**src/assert_macros.svh**
```systemverilog
// assertion macros included by the top level rtl file
`ifndef ASSERT_MACROS_SVH
`define ASSERT_MACROS_SVH

// property checked on every rising clock edge outside reset
`define PSDF_ASSERT(label, prop, msg) \
	label: assert property (@(posedge clk) disable iff (!arst_n) (prop)) else $error(msg);

// implication whose consequent is checked in the cycle after the antecedent
`define PSDF_ASSERT_NEXT(label, ante, cons, msg) \
	label: assert property (@(posedge clk) disable iff (!arst_n) (ante) |=> (cons)) else $error(msg);

`endif

```
**src/psdf_pkg.sv**
```systemverilog
// shared types and constants of the point set difference filter
package psdf_pkg;

	localparam int TableDepth = 1024;
	localparam int AddrW      = (TableDepth > 1) ? $clog2(TableDepth) : 1;
	localparam int CountW     = $clog2(TableDepth + 1);
	localparam int CoordW     = 32;
	localparam int PointW     = 3 * CoordW;

	typedef enum logic [1:0] {
		REQ_LOAD  = 2'd0,
		REQ_QUERY = 2'd1,
		REQ_CLEAR = 2'd2
	} req_t;

	typedef enum logic [2:0] {
		STATUS_STORED  = 3'd0,
		STATUS_FULL    = 3'd1,
		STATUS_KEPT    = 3'd2,
		STATUS_REMOVED = 3'd3,
		STATUS_CLEARED = 3'd4
	} status_t;

	typedef enum logic [1:0] {
		ST_IDLE,
		ST_SCAN,
		ST_FLUSH,
		ST_DONE
	} state_t;

	// controller to datapath
	typedef struct packed {
		logic take;
		logic rd_en;
		logic emit;
	} psdf_cmd_t;

	// datapath to controller
	typedef struct packed {
		logic query;
		logic table_empty;
		logic scan_last;
		logic out_free;
	} psdf_stat_t;

endpackage

```
**src/psdf_ctrl.sv**
```systemverilog
// controller state machine of the point set difference filter
module psdf_ctrl (
	input  logic                   clk,
	input  logic                   arst_n,
	input  logic                   in_valid,
	output logic                   in_ready,
	input  psdf_pkg::psdf_stat_t   stat,
	output psdf_pkg::psdf_cmd_t    cmd
);
	import psdf_pkg::*;

	state_t state_q;
	state_t state_nxt;

	always_ff @(posedge clk or negedge arst_n) begin
		if (!arst_n) begin
			state_q <= ST_IDLE;
		end else begin
			state_q <= state_nxt;
		end
	end

	// next state
	always_comb begin
		state_nxt = state_q;
		unique case (state_q)
			ST_IDLE: begin
				if (in_valid) begin
					state_nxt = (stat.query && !stat.table_empty) ? ST_SCAN : ST_DONE;
				end
			end
			ST_SCAN: begin
				if (stat.scan_last) begin
					state_nxt = ST_FLUSH;
				end
			end
			ST_FLUSH: state_nxt = ST_DONE;
			ST_DONE: begin
				if (stat.out_free) begin
					state_nxt = ST_IDLE;
				end
			end
			default: state_nxt = ST_IDLE;
		endcase
	end

	// outputs
	always_comb begin
		in_ready  = 1'b0;
		cmd.take  = 1'b0;
		cmd.rd_en = 1'b0;
		cmd.emit  = 1'b0;
		unique case (state_q)
			ST_IDLE: begin
				in_ready = 1'b1;
				cmd.take = in_valid;
			end
			ST_SCAN:  cmd.rd_en = 1'b1;
			ST_FLUSH: ;
			ST_DONE:  cmd.emit = stat.out_free;
			default: ;
		endcase
	end

endmodule

```
**config.mk**
```make
export PLATFORM = sky130hd
export DESIGN_NAME = psdf_ctrl
export DESIGN_NICKNAME = d
export VERILOG_FILES = /design/src/assert_macros.svh /design/src/psdf_pkg.sv /design/src/psdf_ctrl.sv
export SDC_FILE = /design/constraint.sdc
export NUM_CORES = 1
export LEC_CHECK = 0
export BUFFER_PORTS_ARGS = -buffer_cell sky130_fd_sc_hd__buf_2
export CAP_MARGIN = 20
export CORE_AREA = 10 10 47 49
export CTS_CLUSTER_DIAMETER = 150
export DETAILED_ROUTE_END_ITERATION = 7
export DIE_AREA = 0 0 57 59
export GPL_ROUTABILITY_DRIVEN = 0
export SLEW_MARGIN = 20
export SYNTH_ARGS = -nofsm -noshare
export SYNTH_HDL_FRONTEND = slang
export SYNTH_SLANG_ARGS = --single-unit
```
**constraint.sdc**
```tcl
create_clock -name clk -period 1.3 [get_ports clk]
set_input_delay 0.195 -clock clk [delete_from_list [all_inputs] [get_ports clk]]
set_output_delay 0.195 -clock clk [all_outputs]
set_load 0.01 [all_outputs]
```
Yosys cells after proc, flatten, opt, wreduce, memory -nomap -nowiden
Cells that the tools add are included.
{ "word_totals": {"regBits": 2, "input_bits": 7} }
{ "op_classes": {"n_eq_ne": 6, "muxes": 9, "reduce_logical": 4} }
{ "op_table": {"columns": ["operator", "n"], "rows": [
  ["two-way mux 2 bit", 4],
  ["case mux 2 bit (4 select lines)", 1],
  ["inequality test 2 bit (second input constant)", 3],
  ["== test 2 bit (second input constant)", 2],
  ["two-way mux 1 bit", 4],
  ["AND reduction 3 bit", 1],
  ["== test 2 x 1 -> 1 bit (second input constant)", 1],
  ["zero test 2 bit", 1],
  ["logical AND 1 bit", 1],
  ["zero test 1 bit", 1]
]} }

Longest topological paths before layout
{ "logic_depth": {"word_depth": 5, "ltp_mapped": 5} }

Least setup slack after synthesis
Ideal clock, no wire load.
{ "synth_timing": {"kind": "register to register", "start": "register state_q[1]", "end": "register state_q[0]", "setup_time_ns": 0.079, "arrival_ns": 1.328, "required_ns": 1.221, "path_slack_ns": -0.107, "path_stages_with_launch": 5, "period_less_slack_ns": 1.407, "cell_sequence": "dfrtp_1 > inv_1 > ha_1 > a222oi_1 > mux2i_1"} }
{ "synth_between": {"elab_chain_len": 3, "word_cells_on_any_way": 9, "classes_between": "eq/ne (6); mux (1); reduce/logical (2)"} }
{ "synth_rtl": {"columns": ["item", "line_no", "source"], "rows": [
  ["from (decl)", "psdf_ctrl.sv:12", "state_t state_q;"],
  ["from (signal assigned)", "psdf_ctrl.sv:19", "state_q <= state_nxt;"],
  ["== test 2 x 1 -> 1 bit, or another cell as far along", "psdf_ctrl.sv:26", "unique case (state_q)"],
  ["inequality test 2 bit (no source line)", null, null],
  ["AND reduction 3 bit (no source line)", null, null]
]} }
Several ways; a longest one is shown, not always the timed one.
A chain may end at the register's enable or synchronous reset.

==> flow_summary.json <==
{
  "grt_max_degree": 4,
  "period_share": 1.08,
  "crit_arrival_ps": 1210,
  "antenna_found_initial": 0,
  "setup_clock_skew_after_layout_ps": 0.623,
  "main_combinational_cell_family_by_area_after_synthesis": "adder cells",
  "setup.worst_path.end_class": "primary output",
  "total_power_uw": 923,
  "n_antenna_cell": 0,
  "cp_data_required_time_ps": 1110,
  "global_route.usage.total": 0.0380,
  "post-synth-top-count-cell": "sky130_fd_sc_hd__inv_1",
  "slowest_stage": "sky130_fd_sc_hd__dfrtp_1",
  "via_per_inst": 3.71,
  "path_common_cell": "sky130_fd_sc_hd__buf_6",
  "tritoncts_clock_tree": "yes",
  "postSynth.asyncResetShare": 1.00,
  "clock_tree.htree_level_count": 1,
  "post_layout_nonfiller_instances": 58,
  "totalWireLength_um": 596,
  "worstSkewPairLatency_ps": 220,
  "post_synth_and_or_nand_nor_area_fraction": 0.134,
  "critical_path.top_delay_family": "flip-flops",
  "synth.area.top_cells": "sky130_fd_sc_hd__dfrtp_1, sky130_fd_sc_hd__ha_1, sky130_fd_sc_hd__mux2i_1",
  "synth-adder-area-share": 0.282,
  "die_width_um": 57,
  "layout-area-overhead-vs-synth_pct": 127,
  "ff2ff_path_depth": 5,
  "synth_ff_type": "sky130_fd_sc_hd__dfrtp_1",
  "fillCellCount": 159,
  "hold_slack_ps": 299,
  "critical_path.cell_chain": "inv_2, ha_4, buf_6, and2_4, buf_6",
  "ctsRootBufferMaster": "sky130_fd_sc_hd__clkbuf_4",
  "cts_made_buffers": 3,
  "multi_input_area_um2": 141,
  "synth_edf_count": 0,
  "maxCapViolCount": 0,
  "commonest_cells_in_the_synthesized_netlist": "sky130_fd_sc_hd__inv_1, sky130_fd_sc_hd__ha_1, sky130_fd_sc_hd__and2_1, sky130_fd_sc_hd__dfrtp_1, sky130_fd_sc_hd__mux2i_1",
  "max_clock_freq_mhz": 710,
  "finalSetupViolations": 4,
  "vias": 215,
  "synth_seq_area_share": 0.282,
  "layout.area.seq_um2": 50.0,
  "yosys_register_bits": 2,
  "outcome": "complete, but fails checks",
  "post-synth-top-area-cell": "sky130_fd_sc_hd__dfrtp_1",
  "globalRouteOverflowTotal": 0,
  "critPathLaunchType": "flip-flop",
  "critPathKind": "reg -> out",
  "violations": "setup timing",
  "max-vdd-ir-drop_mv": 0.446,
  "cts_buffer_depth": 2,
  "critPathMaxStageDelay_ps": 390,
  "final_max_slew_viol_count": 0,
  "path_max_fanout": 3,
  "postLayoutSetupSlackWorst_ps": -108,
  "syn-num-nets": 30,
  "grt_first_pass_wirelength_um": 924,
  "die_area_mm2": 0.00336,
  "synth.mux.area_fraction": 0.113,
  "numClockSinks": 2,
  "finalWorstPathRequiredPeriod_ps": 1410,
  "start_util": 0.127,
  "ant_nets": 0,
  "grt_pass1_vias": 214,
  "pwr_density_cell_mw_per_mm2": 2290,
  "kind_of_path_behind_the_tightest_hold_check": "in -> async",
  "placeableCoreArea_mm2": 0.00140,
  "routed_wire_length_per_instance_um": 10.3,
  "numPortBuffers": 10,
  "leak_nw": 0.217,
  "dpl.hpwl_um": 433,
  "yosysTopAreaCellShare": 0.282,
  "netlist_area_um2": 178,
  "clk_pin_slew_worst_setup_hold_paths_ps": 30,
  "grt_setup_unrepaired": "true",
  "synth-xor-area-share": 0,
  "largest_register_ffs": 2,
  "synth.distinct_cells": 9,
  "avgSynthCellArea_um2": 9.35,
  "synthCells": 19,
  "drtIter0Drc": 2,
  "timing.critical_path.buf_inv": 3,
  "top_regs": "state_q (2)",
  "dp_worst_setup_slack_ps": -64.6,
  "finalNetCount": 55,
  "dr_drc_count": 0,
  "final_layout_size_suffix_gt1_frac": 0.690,
  "slew-limit-headroom": 0.819,
  "floorplan.io_pins": 11,
  "tightestPinTransition_ps": 272,
  "finalHoldViolations": 0,
  "largest-register": "state_q",
  "synth-compound-area-share": 0.0845,
  "core.rowCount": 14,
  "yosys_warnings": 0,
  "drtPass1Iterations": 4,
  "place.detailed.instances": 49,
  "cp_num_cells": 5,
  "die_height_um": 59
}
## per-layer routing
layer,track usage,share of wire,vias to the layer above
met5,0,0,-
met4,0.0503,0.018,0
met3,0.0258,0.10,2
met2,0.0605,0.56,5
met1,0.0262,0.32,99
li1,-,-,109
## worst register-to-register path: cells and delay by family (launching register included)
family,cells,cell delay (ps)
AOI/OAI and AO/OA,1,300
muxes,1,180
buffers and inverters,2,270
DFF,1,390
adders and majority gates,1,160
## per-stage QoR
stage,setup TNS [ps],util,cell area (µm²)
floorplan,-87.6,-,205
global placement,-160,0.218,305
detailed placement,-112,0.218,305
CTS,-353,0.260,364
global route,-494,0.288,403
finish,-260,0.288,403
## power by group
part           internal (mW)  switching, mW
sequential            0.0985         0.0415
clock                  0.102         0.0324
combinational          0.397          0.252
total                  0.597          0.326
## worst paths after layout
kind                            startpoint          to  slack, ps
max in group asynchronous           arst_n  state_q[0]        900
min in group clk                   stat[3]  state_q[1]        310
worst min register to register  state_q[1]  state_q[1]        760
worst max-delay path            state_q[1]      cmd[2]       -110
worst min-delay path                arst_n  state_q[1]        300
worst max register to register  state_q[1]  state_q[1]        -80
## placed cells by master (no fill, tap or decap)
cell,count
sky130_fd_sc_hd__o21ai_0,1
sky130_fd_sc_hd__and2_4,2
sky130_fd_sc_hd__dlygate4sd3_1,1
sky130_fd_sc_hd__ha_1,1
sky130_fd_sc_hd__buf_4,8
sky130_fd_sc_hd__buf_6,4
sky130_fd_sc_hd__a222oi_1,1
sky130_fd_sc_hd__buf_2,7
sky130_fd_sc_hd__clkbuf_4,3
sky130_fd_sc_hd__inv_2,2
sky130_fd_sc_hd__nor2_1,1
sky130_fd_sc_hd__inv_1,3
sky130_fd_sc_hd__ha_2,1
sky130_fd_sc_hd__ha_4,2
sky130_fd_sc_hd__dfrtp_1,2
sky130_fd_sc_hd__nand3b_1,1
sky130_fd_sc_hd__mux2i_1,2
## repair_timing
action / 4_1_cts / 5_1_grt
buffers inserted: 3 / 2
setup endpoints to repair: 5 / 5
resized for setup: 1 / 5
hold buffers: 1 / 0
pin swaps: 3 / 2
endpoints found under the hold margin: 2 / 0
## area by class of cell
cell class                      instances  share of cell area
Inverter                                5              0.0466
Tap cell                               16              0.0497
Sequential cell                         2               0.124
Multi-Input combinational cell         12               0.351
Clock buffer                            3              0.0559
Timing Repair Buffer                   20               0.373
## logic make-up (layout without fill, tap and decap cells)
family	count (synthesis)	count (layout)
compound gates	2	2
fa+ha+maj	4	4
buf+inv	5	28
flops	2	2
mux	2	2
simple gates	4	4
(Power assumes the default switching activity.)
